==> src/hdl/idq_pkg.sv <==
package idq_pkg;

  // Request operation codes
  localparam logic [3:0] OP_PUSH_FRONT = 4'd0;
  localparam logic [3:0] OP_PUSH_BACK  = 4'd1;
  localparam logic [3:0] OP_POP_FRONT  = 4'd2;
  localparam logic [3:0] OP_POP_BACK   = 4'd3;
  localparam logic [3:0] OP_PEEK_FRONT = 4'd4;
  localparam logic [3:0] OP_PEEK_BACK  = 4'd5;
  localparam logic [3:0] OP_READ_INDEX = 4'd6;
  localparam logic [3:0] OP_ERASE      = 4'd7;
  localparam logic [3:0] OP_CLEAR      = 4'd8;

  // Input beat
  typedef struct packed {
    logic [3:0]  operation;
    logic [31:0] payload_in;
    logic [3:0]  position;
  } idq_in_t;

  // Result beat
  typedef struct packed {
    logic [31:0] payload_out;
    logic        succeeded;
    logic [4:0]  entry_count;
    logic        is_empty;
  } idq_out_t;

  // Decoded command kinds handed from front to back
  typedef enum logic [3:0] {
    CMD_PUSH_FRONT,
    CMD_PUSH_BACK,
    CMD_POP_FRONT,
    CMD_POP_BACK,
    CMD_PEEK_FRONT,
    CMD_PEEK_BACK,
    CMD_READ_INDEX,
    CMD_ERASE,
    CMD_CLEAR,
    CMD_NOP
  } cmd_kind_t;

  typedef struct packed {
    cmd_kind_t   kind;
    logic [31:0] payload;
    logic [3:0]  position;
  } idq_cmd_t;

endpackage

==> src/hdl/indexed_double_ended_queue.sv <==
// Bounded double-ended queue of DEPTH payload words held in a ring store.
// Input channel (in_valid/in_ready/in_data) takes one request per beat:
// push or pop at either end, peek at either end, read or erase at an index
// from the front, or clear. Result channel (out_valid/out_ready/out_data)
// returns exactly one beat per request, in request order, with the payload
// read, a success flag, the entry count after the request and an empty flag.
// A front stage decodes requests into a two-entry command queue; the back
// sequencer executes them against the ring store RAM.
// Push, clear and refused requests load the result register directly; pop,
// peek and read first pass through the registered RAM read. The back takes
// one request per cycle for push and clear while the result register is free;
// pop, peek and read hold it in a read state for the registered read of the
// single RAM read port. Erase returns its result right away but keeps the back
// busy while later entries move one slot toward the front, each read then written.
// When out_ready is low, the result register holds its beat; the command
// queue keeps accepting until both entries are full.
// Reset (rst_n low, synchronous) empties the queue and drops queued commands;
// store contents are not cleared and are never read before being written.
module indexed_double_ended_queue
  import idq_pkg::*;
#(
  parameter int DEPTH         = 16,
  parameter int PAYLOAD_WIDTH = 32
) (
  input  logic     clk,
  input  logic     rst_n,
  input  logic     in_valid,
  output logic     in_ready,
  input  idq_in_t  in_data,
  output logic     out_valid,
  input  logic     out_ready,
  output idq_out_t out_data
);

  logic     cmd_valid;
  logic     cmd_ready;
  idq_cmd_t cmd;

  idq_front u_front (
    .clk       (clk),
    .rst_n     (rst_n),
    .in_valid  (in_valid),
    .in_ready  (in_ready),
    .in_data   (in_data),
    .cmd_valid (cmd_valid),
    .cmd_ready (cmd_ready),
    .cmd       (cmd)
  );

  idq_back #(
    .DEPTH         (DEPTH),
    .PAYLOAD_WIDTH (PAYLOAD_WIDTH)
  ) u_back (
    .clk       (clk),
    .rst_n     (rst_n),
    .cmd_valid (cmd_valid),
    .cmd_ready (cmd_ready),
    .cmd       (cmd),
    .out_valid (out_valid),
    .out_ready (out_ready),
    .out_data  (out_data)
  );

endmodule

==> src/hdl/idq_ram.sv <==
module idq_ram #(
  parameter int WIDTH = 32,
  parameter int DEPTH = 16
) (
  input  logic                     clk,
  input  logic                     wr_en,
  input  logic [$clog2(DEPTH)-1:0] wr_addr,
  input  logic [WIDTH-1:0]         wr_data,
  input  logic                     rd_en,
  input  logic [$clog2(DEPTH)-1:0] rd_addr,
  output logic [WIDTH-1:0]         rd_data
);

  logic [WIDTH-1:0] mem_r [DEPTH];
  logic [WIDTH-1:0] rd_data_r;

  always_ff @(posedge clk) begin
    if (wr_en) begin
      mem_r[wr_addr] <= wr_data;
    end
    if (rd_en) begin
      rd_data_r <= mem_r[rd_addr];
    end
  end

  assign rd_data = rd_data_r;

endmodule

==> src/hdl/idq_front.sv <==
module idq_front
  import idq_pkg::*;
(
  input  logic     clk,
  input  logic     rst_n,
  input  logic     in_valid,
  output logic     in_ready,
  input  idq_in_t  in_data,
  output logic     cmd_valid,
  input  logic     cmd_ready,
  output idq_cmd_t cmd
);

  localparam int QDEPTH = 2;

  idq_cmd_t   q_r [QDEPTH];
  logic       wp_r, wp_nxt;
  logic       rp_r, rp_nxt;
  logic [1:0] cnt_r, cnt_nxt;
  idq_cmd_t   dec;
  logic       push, pop;

  // Classify the request code
  always_comb begin
    dec.payload  = in_data.payload_in;
    dec.position = in_data.position;
    case (in_data.operation)
      OP_PUSH_FRONT: dec.kind = CMD_PUSH_FRONT;
      OP_PUSH_BACK:  dec.kind = CMD_PUSH_BACK;
      OP_POP_FRONT:  dec.kind = CMD_POP_FRONT;
      OP_POP_BACK:   dec.kind = CMD_POP_BACK;
      OP_PEEK_FRONT: dec.kind = CMD_PEEK_FRONT;
      OP_PEEK_BACK:  dec.kind = CMD_PEEK_BACK;
      OP_READ_INDEX: dec.kind = CMD_READ_INDEX;
      OP_ERASE:      dec.kind = CMD_ERASE;
      OP_CLEAR:      dec.kind = CMD_CLEAR;
      default:       dec.kind = CMD_NOP;
    endcase
  end

  // Two-entry command queue
  assign in_ready  = (cnt_r != 2'(QDEPTH));
  assign cmd_valid = (cnt_r != 2'd0);
  assign cmd       = q_r[rp_r];
  assign push      = in_valid && in_ready;
  assign pop       = cmd_valid && cmd_ready;

  always_comb begin
    wp_nxt  = push ? ~wp_r : wp_r;
    rp_nxt  = pop ? ~rp_r : rp_r;
    cnt_nxt = cnt_r;
    if (push && !pop) begin
      cnt_nxt = cnt_r + 2'd1;
    end else if (pop && !push) begin
      cnt_nxt = cnt_r - 2'd1;
    end
  end

  always_ff @(posedge clk) begin
    if (!rst_n) begin
      wp_r  <= 1'b0;
      rp_r  <= 1'b0;
      cnt_r <= 2'd0;
    end else begin
      wp_r  <= wp_nxt;
      rp_r  <= rp_nxt;
      cnt_r <= cnt_nxt;
    end
  end

  always_ff @(posedge clk) begin
    if (push) begin
      q_r[wp_r] <= dec;
    end
  end

endmodule

==> src/hdl/idq_back.sv <==
module idq_back
  import idq_pkg::*;
#(
  parameter int DEPTH         = 16,
  parameter int PAYLOAD_WIDTH = 32
) (
  input  logic     clk,
  input  logic     rst_n,
  input  logic     cmd_valid,
  output logic     cmd_ready,
  input  idq_cmd_t cmd,
  output logic     out_valid,
  input  logic     out_ready,
  output idq_out_t out_data
);

  localparam int PW = (DEPTH > 1) ? $clog2(DEPTH) : 1;
  localparam int CW = $clog2(DEPTH + 1);
  localparam int IW = (CW > 4) ? CW : 4;
  localparam logic [PW:0]   DEPTH_W = (PW + 1)'(DEPTH);
  localparam logic [PW-1:0] LAST_SLOT = PW'(DEPTH - 1);
  localparam logic [CW-1:0] FULL_CNT = CW'(DEPTH);

  typedef enum logic [1:0] {
    ST_IDLE,
    ST_READ,
    ST_SHIFT_RD,
    ST_SHIFT_WR
  } state_t;

  state_t   state_r, state_nxt;
  logic [PW-1:0] front_r, front_nxt;
  logic [CW-1:0] occ_r, occ_nxt;
  logic [PW-1:0] k_r, k_nxt;
  idq_out_t out_r, out_nxt;
  logic     out_valid_r, out_valid_nxt;

  logic                     wr_en, rd_en;
  logic [PW-1:0]            wr_addr, rd_addr;
  logic [PAYLOAD_WIDTH-1:0] wr_data, rd_data;

  logic          out_free, is_full, is_empty_q, pos_ok;
  logic          load, load_ok;
  logic [31:0]   load_payload;
  logic [PW-1:0] front_dec, front_inc, occ_lo, occ_m1_lo, pos_lo, k_inc;
  logic [CW-1:0] occ_m1;
  logic [PW+3:0] pos_ext;
  logic [95:0]   in_word;
  logic [PAYLOAD_WIDTH+31:0] rd_word;
  logic [CW+4:0] cnt_word;

  // Ring slot of an offset from the front entry
  function automatic logic [PW-1:0] slot_of(input logic [PW-1:0] base,
                                            input logic [PW-1:0] off);
    logic [PW:0] s;
    s = {1'b0, base} + {1'b0, off};
    if (s >= DEPTH_W) begin
      s = s - DEPTH_W;
    end
    return s[PW-1:0];
  endfunction

  // Ring store
  idq_ram #(
    .WIDTH (PAYLOAD_WIDTH),
    .DEPTH (DEPTH)
  ) u_ram (
    .clk     (clk),
    .wr_en   (wr_en),
    .wr_addr (wr_addr),
    .wr_data (wr_data),
    .rd_en   (rd_en),
    .rd_addr (rd_addr),
    .rd_data (rd_data)
  );

  // Width conversions and pointer arithmetic
  assign in_word    = {64'd0, cmd.payload};
  assign wr_data    = (state_r == ST_SHIFT_WR) ? rd_data : in_word[PAYLOAD_WIDTH-1:0];
  assign rd_word    = {32'd0, rd_data};
  assign out_free   = !out_valid_r || out_ready;
  assign is_full    = (occ_r == FULL_CNT);
  assign is_empty_q = (occ_r == '0);
  assign pos_ok     = IW'(cmd.position) < IW'(occ_r);
  assign front_dec  = (front_r == '0) ? LAST_SLOT : front_r - PW'(1);
  assign front_inc  = (front_r == LAST_SLOT) ? '0 : front_r + PW'(1);
  assign occ_lo     = occ_r[PW-1:0];
  assign occ_m1     = occ_r - CW'(1);
  assign occ_m1_lo  = occ_m1[PW-1:0];
  assign pos_ext    = {{PW{1'b0}}, cmd.position};
  assign pos_lo     = pos_ext[PW-1:0];
  assign k_inc      = k_r + PW'(1);

  // Sequencer next state
  always_comb begin
    state_nxt    = state_r;
    front_nxt    = front_r;
    occ_nxt      = occ_r;
    k_nxt        = k_r;
    cmd_ready    = 1'b0;
    wr_en        = 1'b0;
    wr_addr      = '0;
    rd_en        = 1'b0;
    rd_addr      = '0;
    load         = 1'b0;
    load_ok      = 1'b0;
    load_payload = 32'd0;

    case (state_r)
      ST_IDLE: begin
        if (cmd_valid && out_free) begin
          cmd_ready = 1'b1;
          case (cmd.kind)
            CMD_PUSH_FRONT: begin
              load    = 1'b1;
              load_ok = !is_full;
              if (!is_full) begin
                wr_en     = 1'b1;
                wr_addr   = front_dec;
                front_nxt = front_dec;
                occ_nxt   = occ_r + CW'(1);
              end
            end
            CMD_PUSH_BACK: begin
              load    = 1'b1;
              load_ok = !is_full;
              if (!is_full) begin
                wr_en   = 1'b1;
                wr_addr = slot_of(front_r, occ_lo);
                occ_nxt = occ_r + CW'(1);
              end
            end
            CMD_POP_FRONT: begin
              if (is_empty_q) begin
                load = 1'b1;
              end else begin
                rd_en     = 1'b1;
                rd_addr   = front_r;
                front_nxt = front_inc;
                occ_nxt   = occ_m1;
                state_nxt = ST_READ;
              end
            end
            CMD_POP_BACK: begin
              if (is_empty_q) begin
                load = 1'b1;
              end else begin
                rd_en     = 1'b1;
                rd_addr   = slot_of(front_r, occ_m1_lo);
                occ_nxt   = occ_m1;
                state_nxt = ST_READ;
              end
            end
            CMD_PEEK_FRONT: begin
              if (is_empty_q) begin
                load = 1'b1;
              end else begin
                rd_en     = 1'b1;
                rd_addr   = front_r;
                state_nxt = ST_READ;
              end
            end
            CMD_PEEK_BACK: begin
              if (is_empty_q) begin
                load = 1'b1;
              end else begin
                rd_en     = 1'b1;
                rd_addr   = slot_of(front_r, occ_m1_lo);
                state_nxt = ST_READ;
              end
            end
            CMD_READ_INDEX: begin
              if (!pos_ok) begin
                load = 1'b1;
              end else begin
                rd_en     = 1'b1;
                rd_addr   = slot_of(front_r, pos_lo);
                state_nxt = ST_READ;
              end
            end
            CMD_ERASE: begin
              // result goes out now; the gap is closed behind it
              load    = 1'b1;
              load_ok = pos_ok;
              if (pos_ok) begin
                occ_nxt   = occ_m1;
                k_nxt     = pos_lo;
                state_nxt = ST_SHIFT_RD;
              end
            end
            CMD_CLEAR: begin
              load      = 1'b1;
              load_ok   = 1'b1;
              front_nxt = '0;
              occ_nxt   = '0;
            end
            default: begin
              load = 1'b1;
            end
          endcase
        end
      end
      ST_READ: begin
        load         = 1'b1;
        load_ok      = 1'b1;
        load_payload = rd_word[31:0];
        state_nxt    = ST_IDLE;
      end
      ST_SHIFT_RD: begin
        // occ_r already holds the count after erase
        if (CW'(k_r) < occ_r) begin
          rd_en     = 1'b1;
          rd_addr   = slot_of(front_r, k_inc);
          state_nxt = ST_SHIFT_WR;
        end else begin
          state_nxt = ST_IDLE;
        end
      end
      ST_SHIFT_WR: begin
        wr_en     = 1'b1;
        wr_addr   = slot_of(front_r, k_r);
        k_nxt     = k_inc;
        state_nxt = ST_SHIFT_RD;
      end
      default: begin
        state_nxt = ST_IDLE;
      end
    endcase
  end

  // Result register
  assign cnt_word = {5'd0, occ_nxt};

  always_comb begin
    out_nxt       = out_r;
    out_valid_nxt = out_valid_r && !out_ready;
    if (load) begin
      out_nxt.payload_out = load_payload;
      out_nxt.succeeded   = load_ok;
      out_nxt.entry_count = cnt_word[4:0];
      out_nxt.is_empty    = (occ_nxt == '0);
      out_valid_nxt       = 1'b1;
    end
  end

  always_ff @(posedge clk) begin
    if (!rst_n) begin
      state_r     <= ST_IDLE;
      front_r     <= '0;
      occ_r       <= '0;
      k_r         <= '0;
      out_valid_r <= 1'b0;
    end else begin
      state_r     <= state_nxt;
      front_r     <= front_nxt;
      occ_r       <= occ_nxt;
      k_r         <= k_nxt;
      out_valid_r <= out_valid_nxt;
    end
    out_r <= out_nxt;
  end

  assign out_valid = out_valid_r;
  assign out_data  = out_r;

endmodule

==> config.mk <==
export PLATFORM = sky130hd
export DESIGN_NAME = indexed_double_ended_queue
export DESIGN_NICKNAME = d
export VERILOG_FILES = /design/src/hdl/idq_pkg.sv /design/src/hdl/indexed_double_ended_queue.sv /design/src/hdl/idq_ram.sv /design/src/hdl/idq_front.sv /design/src/hdl/idq_back.sv
export SDC_FILE = /design/constraint.sdc
export NUM_CORES = 1
export LEC_CHECK = 0
export ABC_AREA = 1
export BUFFER_PORTS_ARGS = -buffer_cell sky130_fd_sc_hd__buf_2
export CAP_MARGIN = 20
export CORE_ASPECT_RATIO = 1.5
export CORE_MARGIN = 1.5
export CORE_UTILIZATION = 62
export DETAILED_ROUTE_END_ITERATION = 7
export GPL_ROUTABILITY_DRIVEN = 0
export PLACE_DENSITY = 0.79
export SYNTH_ARGS = -nofsm -noshare
export SYNTH_HDL_FRONTEND = slang
export SYNTH_SLANG_ARGS = --single-unit
==> constraint.sdc <==
create_clock -name clk -period 7.5 [get_ports clk]
set_input_delay 1.5 -clock clk [delete_from_list [all_inputs] [get_ports clk]]
set_output_delay 1.5 -clock clk [all_outputs]
set_load 0.02 [all_outputs]
### Word level (Yosys, flattened, before mapping)

Memory sizes are Yosys's and may differ from the RTL's. A register that Yosys moved wholly into a read port is not among the register bits.
Index checks and enable logic that the tools add are counted.
W data, S select, Z words.

| operators by class | value |
|---|---|
| multiplexer cells | 69 |
| $lt $le $gt $ge | 7 |
| $add $sub $neg | 17 |
| reduce and logical (&&, ||, !) cells | 29 |
| bitwise gates (word level) | 2 |
| equality and inequality tests | 23 |

Operators by type and width:

| cell | number |
|---|---|
| $mux W4 | 20 |
| $mux W32 | 1 |
| $pmux W4 S2 | 4 |
| $add A4 B4 Y5 | 5 |
| $ge A5 B5 Y1 const B | 5 |
| $mux W5 | 5 |
| $pmux W4 S3 | 2 |
| $sub A4 B1 Y4 const B | 6 |
| $mux W1 | 20 |
| $pmux W5 S4 | 1 |
| $eq A4 B3 Y1 const B | 4 |
| $mux W2 | 7 |
| $pmux W1 S2 | 6 |
| $logic_not A5 Y1 | 2 |
| $lt A4 B5 Y1 | 2 |
| $reduce_and A5 Y1 | 2 |
| $add A4 B1 Y4 const B | 2 |
| $eq A4 B2 Y1 const B | 2 |
| $eq A4 B4 Y1 const B | 2 |
| $logic_not A4 Y1 | 2 |
| $ne A2 B2 Y1 const B | 4 |
| $pmux W2 S4 | 1 |
| $reduce_or A2 Y1 | 4 |
| $logic_and A1 B1 Y1 | 6 |
| other kinds (22) | 32 |

| storage, ports and cells | value |
|---|---|
| memories kept | 3 |
| input bits | 44 |
| output and inout bits | 41 |
| word-level logic and storage cells | 162 |
| flip-flop bits (word level) | 59 |
| bits in read-only memories | 64 |
| RAM bits | 592 |

Memory list:

| memory | depth | bits a word | read ports | clocked after Yosys merged registers in | write ports | line | source |
|---|---|---|---|---|---|---|---|
| u_back.u_ram.mem_r | 16 | 32 | 1 | 1 | 1 | idq_ram.sv:14 | `logic [WIDTH-1:0] mem_r [DEPTH];` |
| u_front.q_r | 2 | 40 | 1 | 1 | 1 | idq_front.sv:16 | `idq_cmd_t q_r [QDEPTH];` |
| (no name shown) | 16 | 4 | 1 | 0 | 0 | idq_front.sv:27 | `case (in_data.operation)` |

### Longest topological paths before layout

| depth | value |
|---|---|
| depth after elaboration | 9 |
| depth in mapped cells | 23 |
| mapped depth without buffers | 19 |

### Modules after synthesis

From an unflattened synthesis, not the netlist that was laid out.

| unflattened totals | value |
|---|---|
| cell total of the unflattened synthesis | 2868 |
| area, all modules | 30391.6 µm² |

Modules (own cells, without submodules):

| module | sequential area each (µm²) | area an instance (µm²) | cells each | times used |
|---|---|---|---|---|
| idq_ram | 16335.7 | 23050.9 | 2120 | 1 |
| idq_back | 1491.4 | 4172.8 | 580 | 1 |
| idq_front | 2502.4 | 3168.0 | 168 | 1 |

### Worst setup path before layout

OpenSTA, ideal clock, no wires.

| path | value |
|---|---|
| kind | input-to-reg |
| start | input port out_ready |
| end | register u_back.out_r, in the netlist u_back.out_data[0] (enable) |
| setup slack | 2182 ps |
| stages on the path | 4 |
| library setup time | 491 ps |
| data required time | 7009 ps |
| path buffers | 0 |
| data arrival time | 4827 ps |
| path through | nor2_1 a21oi_1 nand2_1 o21ai_0 |

| between the ends | value |
|---|---|
| longest elaborated chain between the ends | 4 |

RTL lines:

| element | line | source |
|---|---|---|
| start: declaration | indexed_double_ended_queue.sv:31 | `input logic out_ready,` |
| $logic_or A1 B1 Y1 | idq_back.sv:81 | `assign out_free = !out_valid_r \|\| out_ready;` |
| $logic_and A1 B1 Y1 | idq_back.sv:111 | `if (cmd_valid && out_free) begin` |
| $mux W1 | idq_back.sv:111 |  |
| $pmux W1 S2 | idq_back.sv:109 | `case (state_r)` |
| net u_back.load | idq_back.sv:43 | `logic load, load_ok;` |
| end signal: assignment | idq_back.sv:260 | `out_r <= out_nxt;` |
| end: declaration | idq_back.sv:35 | `idq_out_t out_r, out_nxt;` |

The timed path passes the listed nets, and every way through them passes these cells.
A chain may end at the register's enable or synchronous reset.

==> results.json <==
{
  "synth_edf_count": 663,
  "skew_ps": 11.8,
  "cts_resized": 0,
  "vias_per_cell": 5.97,
  "synthSimpleGateAreaFrac": 0.205,
  "clk_path_buf_depth": 3,
  "status": "completed",
  "fmax_ghz": 0.193,
  "synth_fa_ha_area_frac": 0.0167,
  "fin_area_mm2": 0.0338,
  "crit_chain": "buf_4 > o21ai_0 > inv_1 > ha_1 > nand2_1 > nor2_1 > nand2_1 > nand4_1 > nand3_2 > nand2_8 > nand2_8 > buf_12 > nand2_1 > nand3_1 > nand3_1 > nand3_1 > nand2_1",
  "dpl_cell_area_mm2": 0.0316,
  "cp_data_required_time_ps": 7870,
  "core_area_mm2": 0.0488,
  "relSlewSlack": 0.232,
  "post_cts_buffers": 0,
  "synth_flop_cell": "edfxtp_1",
  "critPathCaptureType": "flip-flop",
  "final_hold_viol_count": 0,
  "crit_type": "flip-flop to flip-flop",
  "synth_compound_area_frac": 0.0264,
  "synth_top_family_by_area": "simple AND/OR/NAND/NOR gates",
  "slowest_stage": "nand2_8",
  "n_fill_cell": 3381,
  "ir_drop_mv": 0.215,
  "maxSlewViolCount": 0,
  "hold_buffers": 0,
  "drtAntennaViolNets": 0,
  "synth.mux.area_fraction": 0,
  "cts.clk_slew.worst_paths_ps": 70,
  "grt_pass1_vias": 21200,
  "n_antenna_cell": 0,
  "dp_cells": 3478,
  "synthCells": 2857,
  "cpMostUsedCell": "nand2_1",
  "yosysUniqueCellTypes": 43,
  "portBuffers": 84,
  "grt_max_degree": 131,
  "std_cell_rows": 99,
  "total_power_mw": 11.1,
  "antenna_found_initial": 2,
  "via_count": 21500,
  "startpoint_type": "flip-flop",
  "netlist_area_mm2": 0.0307,
  "cts_buffers": 59,
  "wirelength_um": 76700,
  "synth_fp_nets": 2939,
  "wire_per_inst_um": 21.3,
  "setup_viol": 0,
  "crit_path_max_incr_delay_ps": 710,
  "synth-warning-count": 0,
  "cp.arrival_ps": 5550,
  "grt.overflow.total": 0,
  "drive_gt1_frac": 0.0970,
  "ys_seq_elements": 684,
  "fin_cells": 3605,
  "initial_core_util": 0.629,
  "tightest_slew_ps": 1150,
  "hpwl_um": 40200,
  "drtIter0Drc": 2760,
  "ys_seq_area_frac": 0.662,
  "hold_path_class": "flip-flop to flip-flop",
  "drt-pass1-iter-count": 5,
  "async_flop_share": 0,
  "avgSynthCellArea_um2": 10.7,
  "fin_nets": 2983,
  "grt_setup_unrepaired": "false",
  "grt_use_total": 0.305,
  "synth-xor-area-share": 0.00542,
  "cp_max_fo": 130,
  "leakagePower_nw": 13.8,
  "cts_tree": "built",
  "die_h_um": 275,
  "drc_errors": 0,
  "grt_pass1_wl_um": 116000,
  "fin_crit_ps": 5180,
  "cts.sinks": 684,
  "htreeDepth": 2,
  "power_density_mw_per_mm2": 327,
  "fin_crit_sh": 0.691,
  "drv_cap": 0,
  "io_pins": 85,
  "clkLatencyLatePin_ps": 620,
  "syn2layout_area_growth_pct": 10.2,
  "cts_root_buf": "clkbuf_16",
  "die_w_um": 185,
  "final.setup.tns_ps": 0,
  "ff2ff_setup_slack_ps": 2320,
  "dieArea_mm2": 0.0509
}
-- cells by family after synthesis --
| kind of cell | Yosys count |
|---|---|
| buf+inv | 620 |
| simple gates | 1351 |
| flops | 684 |
| fa+ha+maj | 38 |
| xor+xnor | 19 |
| compound gates | 145 |
-- power breakdown --
group	internal, mW	switching [mW]
registers	4.96	0.138
logic	0.737	1.96
clock network	1.90	1.36
total	7.60	3.46
-- cell type report --
cell class | count | area [µm²] | area share
Sequential cell | 684 | 20300 | 0.601
Inverter | 463 | 1740 | 0.0516
Tap cell | 656 | 821 | 0.0243
Clock buffer | 70 | 1560 | 0.0461
Clock inverter | 39 | 513 | 0.0152
Timing Repair Buffer | 140 | 853 | 0.0252
Multi-Input combinational cell | 1553 | 7990 | 0.236
-- stage by stage --
step	worst slack (ps)	hold WS (ps)	utilization
6_report	2320	504	0.693
3_3_place_gp	2680	470	0.648
3_5_place_dp	2580	490	0.648
2_1_floorplan	2180	458	-
4_1_cts	2530	509	0.690
5_1_grt	2020	527	0.693
-- Yosys cell counts, drive strengths merged (3+ instances only) --
cell type	instances	share of area
ha	33	0.013
fa	5	0.0033
nor3	3	0.00049
xnor2	9	0.0026
dfxtp	21	0.014
nor2	103	0.013
clkbuf	25	0.0031
nand4	4	0.00082
nand2	540	0.068
or2	5	0.0010
o22ai	6	0.0012
xor2	10	0.0029
a211oi	6	0.0016
edfxtp	663	0.65
a21oi	88	0.014
nand3b	96	0.023
nand3	600	0.098
o21ai	26	0.0044
a22oi	4	0.00098
o211ai	4	0.00098
buf	132	0.024
a31oi	3	0.00061
inv	463	0.057
-- registers in the layout (all words and copies together), names as in the netlist, named ones only --
register              cells
u_back.u_ram.rd_data     32
u_back.occ_r              5
u_back.out_valid          1
u_front.cnt_r             2
u_back.u_ram.mem_r      512
u_back.state_r            2
u_back.out_data          39
u_front.wp_r              1
u_back.front_r            4
u_front.rp_r              1
u_back.k_r                4
u_front.q_r              80
-- cell usage in the layout (no fill, tap or decap), drive strengths merged, types with 2 or more instances in the layout --
master	Yosys	routed
a211oi	6	6
a21o	2	2
a21oi	88	88
a22oi	4	4
a31oi	3	3
buf	132	140
bufinv	0	12
clkbuf	25	70
clkinv	0	25
clkinvlp	0	2
dfxtp	21	21
edfxtp	663	663
fa	5	5
ha	33	33
inv	463	463
nand2	540	540
nand3	600	600
nand3b	96	96
nand4	4	4
nor2	103	103
nor3	3	3
o211ai	4	4
o21ai	26	26
o22ai	6	6
o32ai	2	2
or2	5	5
xnor2	9	9
xor2	10	10
-- critical path: cells and delay by family, from the launching register on --
family | cells | cell delay [ps]
flops | 1 | 350
simple gates | 12 | 2430
fa+ha+maj | 1 | 260
buf+inv | 3 | 1280
compound gates | 1 | 380
-- per-layer routing --
| layer | vias to the layer above | share of wire | global-route usage |
|---|---|---|---|
| met5 | - | 0 | 0 |
| met4 | 0 | 0.061 | 0.186 |
| met3 | 321 | 0.093 | 0.0455 |
| met2 | 1285 | 0.49 | 0.519 |
| met1 | 10200 | 0.35 | 0.368 |
| li1 | 9696 | - | - |
-- path summary, 6_finish.rpt --
check,to,from,depth (start not counted)
hold / removal,u_front.rp_r$_SDFFE_PN0P_,u_front.rp_r$_SDFFE_PN0P_,2
setup / recovery,u_back.u_ram.rd_data[14]$_DFFE_PP_,flip-flop,17
setup reg to reg,u_back.u_ram.rd_data[14]$_DFFE_PP_,flip-flop,17
hold reg to reg,u_front.rp_r$_SDFFE_PN0P_,u_front.rp_r$_SDFFE_PN0P_,2
No activity file was read; power rests on OpenSTA's default activity.
